## config.mk

```make
export PLATFORM = sky130hd
export DESIGN_NAME = block_request_to_nvme_commands_top
export DESIGN_NICKNAME = d
export VERILOG_FILES = /design/src/rtl/core/brnc_pkg.sv /design/src/rtl/core/brnc_alu.sv /design/src/rtl/core/block_request_to_nvme_commands_top.sv
export SDC_FILE = /design/constraint.sdc
export NUM_CORES = 2
export LEC_CHECK = 0
export ABC_AREA = 1
export BUFFER_PORTS_ARGS = -buffer_cell sky130_fd_sc_hd__buf_4
export CAP_MARGIN = 0
export CORE_ASPECT_RATIO = 0.8
export CORE_MARGIN = 2
export CORE_UTILIZATION = 25
export CTS_CLUSTER_SIZE = 40
export DETAILED_ROUTE_END_ITERATION = 10
export GPL_TIMING_DRIVEN = 0
export PLACE_DENSITY_LB_ADDON = 0.3
export SLEW_MARGIN = 20
export SYNTH_ARGS = -nofsm -noshare
export SYNTH_HDL_FRONTEND = slang
export SYNTH_SLANG_ARGS = --single-unit
export TNS_END_PERCENT = 50
```

## constraint.sdc

```tcl
create_clock -name aclk -period 14.9 [get_ports aclk]
set_input_delay 0.745 -clock aclk [delete_from_list [all_inputs] [get_ports aclk]]
set_output_delay 0.745 -clock aclk [all_outputs]
set_load 0.02 [all_outputs]
```

## src/rtl/core/brnc_pkg.sv

```systemverilog
// package: constants, codes and types shared by the nvme command builder
package brnc_pkg;

    localparam int CHUNK_PAGES        = 64;
    localparam int PAGE_BYTES         = 4096;
    localparam int MAX_TRANSFER_BYTES = 16777216;
    localparam int RESULT_LIMIT       = 64;
    localparam int CHUNK_BYTES        = CHUNK_PAGES * PAGE_BYTES;

    localparam int SHIFT_MIN = 9;
    localparam int SHIFT_MAX = 16;

    localparam int ALU_W = 49;

    localparam logic [1:0] STATUS_ISSUED     = 2'd0;
    localparam logic [1:0] STATUS_EMPTY      = 2'd1;
    localparam logic [1:0] STATUS_MISALIGNED = 2'd2;

    localparam logic [1:0] OPC_NONE  = 2'd0;
    localparam logic [1:0] OPC_WRITE = 2'd1;
    localparam logic [1:0] OPC_READ  = 2'd2;

    localparam logic [2:0] REG_BLOCK_SIZE_LOG2   = 3'd0;
    localparam logic [2:0] REG_PARTITION_BASE    = 3'd1;
    localparam logic [2:0] REG_PARTITION_SIZE    = 3'd2;
    localparam logic [2:0] REG_BOUNCE_ADDRESS    = 3'd3;
    localparam logic [2:0] REG_PAGE_LIST_ADDRESS = 3'd4;

    typedef enum logic [2:0] {
        ST_IDLE,
        ST_CHECK,
        ST_END,
        ST_CLIP,
        ST_BASE,
        ST_EMIT,
        ST_STATUS
    } state_t;

    typedef struct packed {
        logic [ALU_W-1:0] a;
        logic [ALU_W-1:0] b;
        logic             sub;
    } alu_op_t;

endpackage

```

## src/rtl/core/brnc_alu.sv

```systemverilog
// shared add / subtract unit used by the command sequencer
module brnc_alu (
    input  brnc_pkg::alu_op_t             op,
    output logic [brnc_pkg::ALU_W-1:0]    result
);
    import brnc_pkg::*;

    always_comb begin
        if (op.sub) begin
            result = op.a - op.b;
        end else begin
            result = op.a + op.b;
        end
    end

endmodule

```

## src/rtl/core/block_request_to_nvme_commands_top.sv

```systemverilog
// top level: apb registers, request sequencer and command output register
//
//  channel   dir   handshake          payload
//  s_        in    s_valid/s_ready    s_is_write, s_byte_position, s_total_bytes
//  m_        out   m_valid/m_ready    status, opcode, command id, lba, count, prp, bytes, last
//  apb       in    psel/penable       paddr, pwdata, pwrite, prdata, pready
//
// a request passes four setup steps (check, partition end, clip, base), then issues one command
// per cycle while the output register is free (up to 64), holding s_ready low until it is idle
// a rejected or empty request gives one status beat
// the output register holds a beat while m_ready is low and the sequencer waits
// synchronous active-low reset clears control state, configuration and output valid to defaults
module block_request_to_nvme_commands_top (
    input  logic        aclk,
    input  logic        aresetn,

    input  logic        psel,
    input  logic        penable,
    input  logic        pwrite,
    input  logic [5:0]  paddr,
    input  logic [63:0] pwdata,
    output logic [63:0] prdata,
    output logic        pready,

    input  logic        s_valid,
    output logic        s_ready,
    input  logic        s_is_write,
    input  logic [47:0] s_byte_position,
    input  logic [24:0] s_total_bytes,

    output logic        m_valid,
    input  logic        m_ready,
    output logic [1:0]  m_status,
    output logic [1:0]  m_opcode,
    output logic [15:0] m_command_id,
    output logic [38:0] m_start_lba,
    output logic [8:0]  m_blocks_minus_one,
    output logic [51:0] m_data_pointer_one,
    output logic [51:0] m_data_pointer_two,
    output logic [18:0] m_chunk_bytes,
    output logic        m_last
);
    import brnc_pkg::*;

    logic [4:0]  block_size_log2_reg;
    logic [47:0] partition_base_reg;
    logic [47:0] partition_size_reg;
    logic [51:0] bounce_address_reg;
    logic [51:0] page_list_address_reg;

    logic        cfg_write;
    logic [2:0]  cfg_index;

    state_t      state_reg, state_next;
    logic        write_reg, write_next;
    logic [47:0] pos_reg, pos_next;
    logic [24:0] rem_reg, rem_next;
    logic [4:0]  shift_reg, shift_next;
    logic [47:0] end_reg, end_next;
    logic [48:0] disk_reg, disk_next;
    logic [5:0]  count_reg, count_next;
    logic [15:0] command_counter_reg, command_counter_next;
    logic [1:0]  status_code_reg, status_code_next;

    logic        out_valid_reg;
    logic [1:0]  out_status_reg;
    logic [1:0]  out_opcode_reg;
    logic [15:0] out_command_id_reg;
    logic [38:0] out_start_lba_reg;
    logic [8:0]  out_blocks_reg;
    logic [51:0] out_prp1_reg;
    logic [51:0] out_prp2_reg;
    logic [18:0] out_chunk_reg;
    logic        out_last_reg;

    logic        out_free;
    logic        load_cmd;
    logic        load_status;

    alu_op_t     alu_op;
    logic [48:0] alu_result;

    logic [15:0] bmask;
    logic [16:0] bsize;
    logic [18:0] chunk_limit;
    logic [18:0] chunk;
    logic [24:0] rem_after;
    logic [47:0] end_masked;
    logic [24:0] clip_total;
    logic [48:0] lba_shifted;
    logic [18:0] nblk;
    logic [51:0] prp2;
    logic        cmd_last;
    logic [4:0]  shift_in;

    // configuration port
    assign pready    = 1'b1;
    assign cfg_write = psel & penable & pwrite;
    assign cfg_index = paddr[5:3];

    always_ff @(posedge aclk) begin
        if (!aresetn) begin
            block_size_log2_reg   <= 5'(SHIFT_MIN);
            partition_base_reg    <= '0;
            partition_size_reg    <= '0;
            bounce_address_reg    <= '0;
            page_list_address_reg <= '0;
        end else if (cfg_write) begin
            unique case (cfg_index)
                REG_BLOCK_SIZE_LOG2:   block_size_log2_reg   <= pwdata[4:0];
                REG_PARTITION_BASE:    partition_base_reg    <= pwdata[47:0];
                REG_PARTITION_SIZE:    partition_size_reg    <= pwdata[47:0];
                REG_BOUNCE_ADDRESS:    bounce_address_reg    <= pwdata[51:0];
                REG_PAGE_LIST_ADDRESS: page_list_address_reg <= pwdata[51:0];
                default: ;
            endcase
        end
    end

    always_comb begin
        unique case (cfg_index)
            REG_BLOCK_SIZE_LOG2:   prdata = {59'd0, block_size_log2_reg};
            REG_PARTITION_BASE:    prdata = {16'd0, partition_base_reg};
            REG_PARTITION_SIZE:    prdata = {16'd0, partition_size_reg};
            REG_BOUNCE_ADDRESS:    prdata = {12'd0, bounce_address_reg};
            REG_PAGE_LIST_ADDRESS: prdata = {12'd0, page_list_address_reg};
            default:               prdata = '0;
        endcase
    end

    // block size helpers
    always_comb begin
        if (block_size_log2_reg < 5'(SHIFT_MIN)) begin
            shift_in = 5'(SHIFT_MIN);
        end else if (block_size_log2_reg > 5'(SHIFT_MAX)) begin
            shift_in = 5'(SHIFT_MAX);
        end else begin
            shift_in = block_size_log2_reg;
        end
    end

    assign bsize = 17'd1 << shift_reg;
    assign bmask = 16'(bsize - 17'd1);

    always_comb begin
        chunk_limit = 19'(CHUNK_BYTES) & ~{3'd0, bmask};
        if (chunk_limit == '0) begin
            chunk_limit = 19'(bsize);
        end
    end

    assign chunk      = (rem_reg > {6'd0, chunk_limit}) ? chunk_limit : rem_reg[18:0];
    assign rem_after  = rem_reg - {6'd0, chunk};
    assign end_masked = end_reg & ~{32'd0, bmask};
    assign clip_total = ({23'd0, rem_reg} > end_reg) ? end_masked[24:0] : rem_reg;
    assign lba_shifted = disk_reg >> shift_reg;
    assign nblk        = chunk >> shift_reg;
    assign cmd_last    = (rem_after == '0) || (count_reg == 6'(RESULT_LIMIT - 1));

    always_comb begin
        if (chunk <= 19'(PAGE_BYTES)) begin
            prp2 = '0;
        end else if (chunk <= 19'(2 * PAGE_BYTES)) begin
            prp2 = bounce_address_reg + 52'(PAGE_BYTES);
        end else begin
            prp2 = page_list_address_reg;
        end
    end

    brnc_alu u_alu (
        .op     (alu_op),
        .result (alu_result)
    );

    assign out_free = !out_valid_reg || m_ready;
    assign s_ready  = (state_reg == ST_IDLE);

    // sequencer
    always_ff @(posedge aclk) begin
        if (!aresetn) begin
            state_reg           <= ST_IDLE;
            command_counter_reg <= '0;
            count_reg           <= '0;
        end else begin
            state_reg           <= state_next;
            command_counter_reg <= command_counter_next;
            count_reg           <= count_next;
        end
    end

    always_ff @(posedge aclk) begin
        write_reg       <= write_next;
        pos_reg         <= pos_next;
        rem_reg         <= rem_next;
        shift_reg       <= shift_next;
        end_reg         <= end_next;
        disk_reg        <= disk_next;
        status_code_reg <= status_code_next;
    end

    always_comb begin
        state_next           = state_reg;
        write_next           = write_reg;
        pos_next             = pos_reg;
        rem_next             = rem_reg;
        shift_next           = shift_reg;
        end_next             = end_reg;
        disk_next            = disk_reg;
        count_next           = count_reg;
        command_counter_next = command_counter_reg;
        status_code_next     = status_code_reg;
        load_cmd             = 1'b0;
        load_status          = 1'b0;
        alu_op.a             = disk_reg;
        alu_op.b             = {30'd0, chunk};
        alu_op.sub           = 1'b0;

        unique case (state_reg)
            ST_IDLE: begin
                if (s_valid) begin
                    write_next = s_is_write;
                    pos_next   = s_byte_position;
                    rem_next   = s_total_bytes;
                    shift_next = shift_in;
                    count_next = '0;
                    state_next = ST_CHECK;
                end
            end
            ST_CHECK: begin
                if (rem_reg == '0) begin
                    status_code_next = STATUS_EMPTY;
                    state_next       = ST_STATUS;
                end else if ((pos_reg[15:0] & bmask) != '0 ||
                             (rem_reg[15:0] & bmask) != '0) begin
                    status_code_next = STATUS_MISALIGNED;
                    state_next       = ST_STATUS;
                end else begin
                    if (rem_reg > 25'(MAX_TRANSFER_BYTES)) begin
                        rem_next = 25'(MAX_TRANSFER_BYTES) & ~{9'd0, bmask};
                    end
                    state_next = ST_END;
                end
            end
            ST_END: begin
                alu_op.a   = {1'b0, partition_size_reg};
                alu_op.b   = {1'b0, pos_reg};
                alu_op.sub = 1'b1;
                end_next   = alu_result[47:0];
                if (alu_result[48] || alu_result == '0) begin
                    status_code_next = STATUS_EMPTY;
                    state_next       = ST_STATUS;
                end else begin
                    state_next = ST_CLIP;
                end
            end
            ST_CLIP: begin
                rem_next = clip_total;
                if (clip_total == '0) begin
                    status_code_next = STATUS_EMPTY;
                    state_next       = ST_STATUS;
                end else begin
                    state_next = ST_BASE;
                end
            end
            ST_BASE: begin
                alu_op.a   = {1'b0, partition_base_reg};
                alu_op.b   = {1'b0, pos_reg};
                alu_op.sub = 1'b0;
                disk_next  = alu_result;
                state_next = ST_EMIT;
            end
            ST_EMIT: begin
                if (out_free) begin
                    load_cmd             = 1'b1;
                    disk_next            = alu_result;
                    rem_next             = rem_after;
                    count_next           = count_reg + 6'd1;
                    command_counter_next = command_counter_reg + 16'd1;
                    if (cmd_last) begin
                        state_next = ST_IDLE;
                    end
                end
            end
            ST_STATUS: begin
                if (out_free) begin
                    load_status = 1'b1;
                    state_next  = ST_IDLE;
                end
            end
            default: state_next = ST_IDLE;
        endcase
    end

    // output register
    always_ff @(posedge aclk) begin
        if (!aresetn) begin
            out_valid_reg <= 1'b0;
        end else if (load_cmd || load_status) begin
            out_valid_reg <= 1'b1;
        end else if (m_ready) begin
            out_valid_reg <= 1'b0;
        end
    end

    always_ff @(posedge aclk) begin
        if (load_cmd) begin
            out_status_reg     <= STATUS_ISSUED;
            out_opcode_reg     <= write_reg ? OPC_WRITE : OPC_READ;
            out_command_id_reg <= command_counter_reg + 16'd1;
            out_start_lba_reg  <= lba_shifted[38:0];
            out_blocks_reg     <= 9'(nblk - 19'd1);
            out_prp1_reg       <= bounce_address_reg;
            out_prp2_reg       <= prp2;
            out_chunk_reg      <= chunk;
            out_last_reg       <= cmd_last;
        end else if (load_status) begin
            out_status_reg     <= status_code_reg;
            out_opcode_reg     <= OPC_NONE;
            out_command_id_reg <= '0;
            out_start_lba_reg  <= '0;
            out_blocks_reg     <= '0;
            out_prp1_reg       <= '0;
            out_prp2_reg       <= '0;
            out_chunk_reg      <= '0;
            out_last_reg       <= 1'b1;
        end
    end

    assign m_valid            = out_valid_reg;
    assign m_status           = out_status_reg;
    assign m_opcode           = out_opcode_reg;
    assign m_command_id       = out_command_id_reg;
    assign m_start_lba        = out_start_lba_reg;
    assign m_blocks_minus_one = out_blocks_reg;
    assign m_data_pointer_one = out_prp1_reg;
    assign m_data_pointer_two = out_prp2_reg;
    assign m_chunk_bytes      = out_chunk_reg;
    assign m_last             = out_last_reg;

endmodule
```

==> run_summary.xml <==
<?xml version="1.0" encoding="UTF-8"?>
<metrics>
  <group name="outcome">
    <metric name="outcome" unit="">completed</metric>
  </group>
  <group name="placed_design">
    <metric name="io_buffers" unit="">380</metric>
    <metric name="routabilityCongestion" unit="">0.972</metric>
    <metric name="place_worst_setup_slack" unit="ns">7.78</metric>
    <metric name="hpwl" unit="mm">139</metric>
    <metric name="dpl-instance-area" unit="um^2">41700</metric>
  </group>
  <group name="timing">
    <metric name="rsz_0062_raised_after_global_routing" unit="">no</metric>
    <metric name="setup_tns" unit="ns">0</metric>
    <metric name="timing_worst_slew_pin_value" unit="ns">1.13</metric>
    <metric name="layout_worst_path_cycle_share" unit="%">49.3</metric>
    <metric name="report.final.slew_viol_count" unit="">0</metric>
    <metric name="postLayoutSetupSlackWorst" unit="ns">7.56</metric>
    <metric name="fmaxAchievable" unit="GHz">0.136</metric>
    <metric name="final-hold-violation-count" unit="">0</metric>
    <metric name="slew_headroom" unit="%">23.8</metric>
    <metric name="report.final.setup_viol" unit="">0</metric>
    <metric name="finalCriticalPeriod" unit="ns">7.34</metric>
    <metric name="final.setup_skew" unit="ns">0.0291</metric>
    <metric name="worst_hold_slack" unit="ns">0.257</metric>
  </group>
  <group name="clock_tree">
    <metric name="cts_buffers" unit="">71</metric>
    <metric name="clk_pin_slew_worst_paths" unit="ns">0.07</metric>
    <metric name="tritoncts_clock_tree" unit="">done</metric>
    <metric name="cts.path.max_buffers" unit="">3</metric>
    <metric name="h-tree-depth" unit="">3</metric>
    <metric name="post_cts.resized_instances" unit="">0</metric>
    <metric name="post_cts.repair.setup_buffers" unit="">0</metric>
    <metric name="cts_num_sinks" unit="">601</metric>
    <metric name="clkLatencyLatePin" unit="ns">0.68</metric>
    <metric name="cts-root-buf" unit="">sky130_fd_sc_hd__clkbuf_16</metric>
    <metric name="postCtsHoldBufs" unit="">0</metric>
  </group>
  <group name="critical_path">
    <metric name="critical_path_class" unit="">reg -&gt; reg</metric>
    <metric name="timing.critical_path.to_type" unit="">flip-flop</metric>
    <metric name="critical-path-top-cell-by-count" unit="">sky130_fd_sc_hd__nand2_1</metric>
    <metric name="critPathRequiredTime" unit="ns">15.23</metric>
    <metric name="worstRegToRegCells" unit="">35</metric>
    <metric name="critical_path.reg2reg.endpoint" unit="">status_code_reg[1]$_SDFFCE_PP0P_</metric>
    <metric name="crit_slowest_cell" unit="">sky130_fd_sc_hd__edfxtp_1</metric>
    <metric name="arrival" unit="ns">7.68</metric>
    <metric name="critical_path.reg2reg.startpoint" unit="">rem_reg[17]$_DFFE_PP_</metric>
    <metric name="startpoint" unit="">rem_reg[17]$_DFFE_PP_</metric>
    <metric name="slack_of_the_worst_reg_to_reg_path" unit="ns">7.56</metric>
    <metric name="timing.critical_path.fanout_max" unit="">8</metric>
    <metric name="cp_slowest_stage_delay" unit="ns">0.65</metric>
    <metric name="timing.critical_path.from_type" unit="">flip-flop</metric>
  </group>
  <group name="cells_and_area">
    <metric name="post_route_cells_drive_above_1_share" unit="%">12.4</metric>
    <metric name="design.final.nets" unit="">5590</metric>
    <metric name="layout_common_cells" unit="">sky130_fd_sc_hd__nand2_1, sky130_fd_sc_hd__inv_1, sky130_fd_sc_hd__nor2_1, sky130_fd_sc_hd__o21ai_0, sky130_fd_sc_hd__buf_4</metric>
    <metric name="final_common_cell" unit="">sky130_fd_sc_hd__nand2_1</metric>
    <metric name="syn2layout_area_growth" unit="%">21.7</metric>
    <metric name="final_design_area_no_fill" unit="um^2">44100</metric>
  </group>
  <group name="pwr">
    <metric name="netSwitchingPower" unit="W">0.00572</metric>
    <metric name="p_comb_share" unit="%">58.2</metric>
    <metric name="power-per-cell-area" unit="nW/um^2">247</metric>
    <metric name="power.leakage" unit="nW">18.4</metric>
    <metric name="intPower" unit="W">0.00518</metric>
    <metric name="clockPowerShare" unit="%">16.9</metric>
    <metric name="ir_worst_vdd" unit="mV">0.187</metric>
    <metric name="switching_share" unit="%">52.4</metric>
    <metric name="total_power" unit="W">0.0109</metric>
    <metric name="p_seq_share" unit="%">24.9</metric>
  </group>
  <group name="detailed_routing">
    <metric name="wl_cell" unit="um">23.0</metric>
    <metric name="wl" unit="mm">168</metric>
    <metric name="num_vias" unit="">36400</metric>
    <metric name="first_iter_violations" unit="">4182</metric>
    <metric name="detail_route.drc_violations" unit="">0</metric>
    <metric name="firstDrtPassIters" unit="">8</metric>
    <metric name="met1_length" unit="mm">78.5</metric>
    <metric name="dr.max_layer_used" unit="">met5</metric>
    <metric name="met3_length" unit="mm">13.2</metric>
    <metric name="avgViaCountPerCell" unit="">4.99</metric>
    <metric name="met2WireLength" unit="mm">72.5</metric>
    <metric name="route.antenna.remaining_nets" unit="">0</metric>
  </group>
  <group name="logic_synthesis">
    <metric name="mappedNetlistArea" unit="um^2">36200</metric>
    <metric name="yosysSeqAreaShare" unit="%">43.4</metric>
    <metric name="syn_warnings" unit="">0</metric>
    <metric name="post_synth_inst_count" unit="">4868</metric>
    <metric name="postSynth.asyncResetShare" unit="%">0</metric>
    <metric name="synthDistinctLibCells" unit="">66</metric>
    <metric name="synth_edf_count" unit="">368</metric>
    <metric name="synthFlopType" unit="">sky130_fd_sc_hd__edfxtp_1</metric>
    <metric name="synthesis.area_per_instance" unit="um^2">7.44</metric>
    <metric name="register_bit_count_reported_by_yosys" unit="">601</metric>
  </group>
  <group name="global_routing">
    <metric name="antenna_violations_before_repair" unit="">8</metric>
    <metric name="grt-ovfl-total" unit="">0</metric>
    <metric name="first_pass_grt_wire_length" unit="mm">236</metric>
    <metric name="vias_in_the_first_global_route" unit="">33500</metric>
    <metric name="grt_util_all_layers" unit="%">21.8</metric>
    <metric name="maximum_number_of_pins_on_one_net_before_global_route_repair" unit="">58</metric>
  </group>
  <group name="floorplanning">
    <metric name="dieHeight" unit="um">344</metric>
    <metric name="floorplan.initialDensity" unit="%">25.2</metric>
    <metric name="design.die.area" unit="um^2">148000</metric>
    <metric name="die_w" unit="um">429</metric>
    <metric name="placementRows" unit="">124</metric>
    <metric name="boundaryPins" unit="">410</metric>
    <metric name="core" unit="um^2">143000</metric>
  </group>
  <group name="min_path">
    <metric name="worstHoldEndpoint" unit="">pos_reg[7]$_DFFE_PP_</metric>
    <metric name="worst_hold_path_type" unit="">in -&gt; reg</metric>
    <metric name="hold_path_startpoint" unit="">s_byte_position[7]</metric>
    <metric name="worst_hold_path.num_cells" unit="">1</metric>
  </group>
  <group name="job">
    <metric name="max_cap_violations" unit="">0</metric>
  </group>
</metrics>
-- synth_stat cells (8+ instances only) --
| cell | instances | share of area [%] |
|---|---|---|
| sky130_fd_sc_hd__nand2_1 | 1215 | 13 |
| sky130_fd_sc_hd__inv_1 | 630 | 6.5 |
| sky130_fd_sc_hd__nor2_1 | 519 | 5.4 |
| sky130_fd_sc_hd__o21ai_0 | 434 | 6.0 |
| sky130_fd_sc_hd__edfxtp_1 | 368 | 31 |
| sky130_fd_sc_hd__a21oi_1 | 292 | 4.0 |
| sky130_fd_sc_hd__dfxtp_1 | 233 | 13 |
| sky130_fd_sc_hd__nand3_1 | 233 | 3.2 |
| sky130_fd_sc_hd__clkbuf_1 | 164 | 1.7 |
| sky130_fd_sc_hd__ha_1 | 95 | 3.3 |
| sky130_fd_sc_hd__xor2_1 | 61 | 1.5 |
| sky130_fd_sc_hd__o221ai_1 | 54 | 1.3 |
| sky130_fd_sc_hd__nand4_1 | 47 | 0.81 |
| sky130_fd_sc_hd__nor3_1 | 41 | 0.57 |
| sky130_fd_sc_hd__o22ai_1 | 41 | 0.71 |
| sky130_fd_sc_hd__o2111ai_1 | 34 | 0.82 |
| sky130_fd_sc_hd__nor4_1 | 31 | 0.54 |
| sky130_fd_sc_hd__a31oi_1 | 30 | 0.52 |
| sky130_fd_sc_hd__buf_2 | 28 | 0.39 |
| sky130_fd_sc_hd__xnor2_1 | 25 | 0.60 |
| sky130_fd_sc_hd__nor2_2 | 21 | 0.36 |
| sky130_fd_sc_hd__o21ai_1 | 21 | 0.29 |
| sky130_fd_sc_hd__o211ai_1 | 19 | 0.39 |
| sky130_fd_sc_hd__nand2_2 | 17 | 0.29 |
| sky130_fd_sc_hd__buf_1 | 16 | 0.17 |
| sky130_fd_sc_hd__or2_2 | 16 | 0.28 |
| sky130_fd_sc_hd__nand3b_1 | 15 | 0.31 |
| sky130_fd_sc_hd__buf_4 | 14 | 0.29 |
| sky130_fd_sc_hd__inv_2 | 12 | 0.12 |
| sky130_fd_sc_hd__a211oi_1 | 10 | 0.21 |
| sky130_fd_sc_hd__a221o_1 | 10 | 0.28 |
| sky130_fd_sc_hd__o21ai_2 | 10 | 0.24 |
| sky130_fd_sc_hd__buf_6 | 9 | 0.28 |
| sky130_fd_sc_hd__nor2_4 | 9 | 0.28 |
| sky130_fd_sc_hd__nand2_4 | 8 | 0.25 |
-- stage by stage --
stage          std cells  utilization [%]
2_1_floorplan       4880                -
3_3_place_gp        7150             28.9
3_5_place_dp        7160             29.1
4_1_cts             7289             30.7
5_1_grt             7292             30.7
6_report            7295             30.7
-- cells by family (layout without fill, tap and decap cells) --
| group | count (synthesis) | after routing | share of synthesized area (%) |
|---|---|---|---|
| simple gates | 2195 | 2195 | 25.4 |
| compound gates | 1001 | 1001 | 16.0 |
| buf+inv | 882 | 1401 | 9.62 |
| flops | 601 | 601 | 43.4 |
| fa+ha+maj | 96 | 96 | 3.34 |
| xor+xnor | 86 | 86 | 2.08 |
| mux | 5 | 5 | 0.138 |
| other cells | 2 | 20 | 0.0207 |
-- layer usage --
metal,GRT usage [%],vias up
met4,5.11,2
met5,0,-
met1,31.8,17500
met2,33.3,1496
met3,3.75,187
li1,-,17200
-- final cells by class --
class                      instances  area (um^2)
fill                           15700        99300
tap                             1890         2360
clock inverter                    37          462
inverter                         649         2440
multi-input combinational       3397        17100
clock buffer                      92         1910
timing repair buffer             390         3030
buffer                           233         1050
antenna                            6         15.0
sequential                       601        15700
-- power groups by stage --
stage | combinational (W) | clock, W | sequential [W]
6_report | 0.00635 | 0.00184 | 0.00272
5_1_grt | 0.00691 | 0.00193 | 0.00273
4_1_cts | 0.00623 | 0.00187 | 0.00271
3_5_place_dp | 0.00620 | 0 | 0.00274
3_3_place_gp | 0.00614 | 0 | 0.00282
2_1_floorplan | 0.00376 | 0 | 0.00271
-- worst max-delay path, delay by kind of cell, from the launching register on --
family                     cells  cell delay (ns)
AOI/OAI and AO/OA              5             0.93
xor gates and xnor gates       1             0.44
adders and majority gates      2             0.65
buffers and inverters          1             0.07
DFF                            1             0.65
and+or+nand+nor               26             4.24
-- worst max-delay path by stage --
stage,cells past startpoint,endpoint,slack (ns)
global route,37,status_code_reg[0]$_SDFFCE_PP1P_,7.27
floorplan,5,m_blocks_minus_one[0]$_SDFFCE_PN0P_,8.70
global placement,6,m_data_pointer_two[18]$_SDFFCE_PP0P_,4.46
CTS,37,status_code_reg[0]$_SDFFCE_PP1P_,7.75
detailed placement,37,status_code_reg[0]$_SDFFCE_PP1P_,7.78
finish,35,status_code_reg[1]$_SDFFCE_PP0P_,7.56
(Power assumes the default switching activity.)
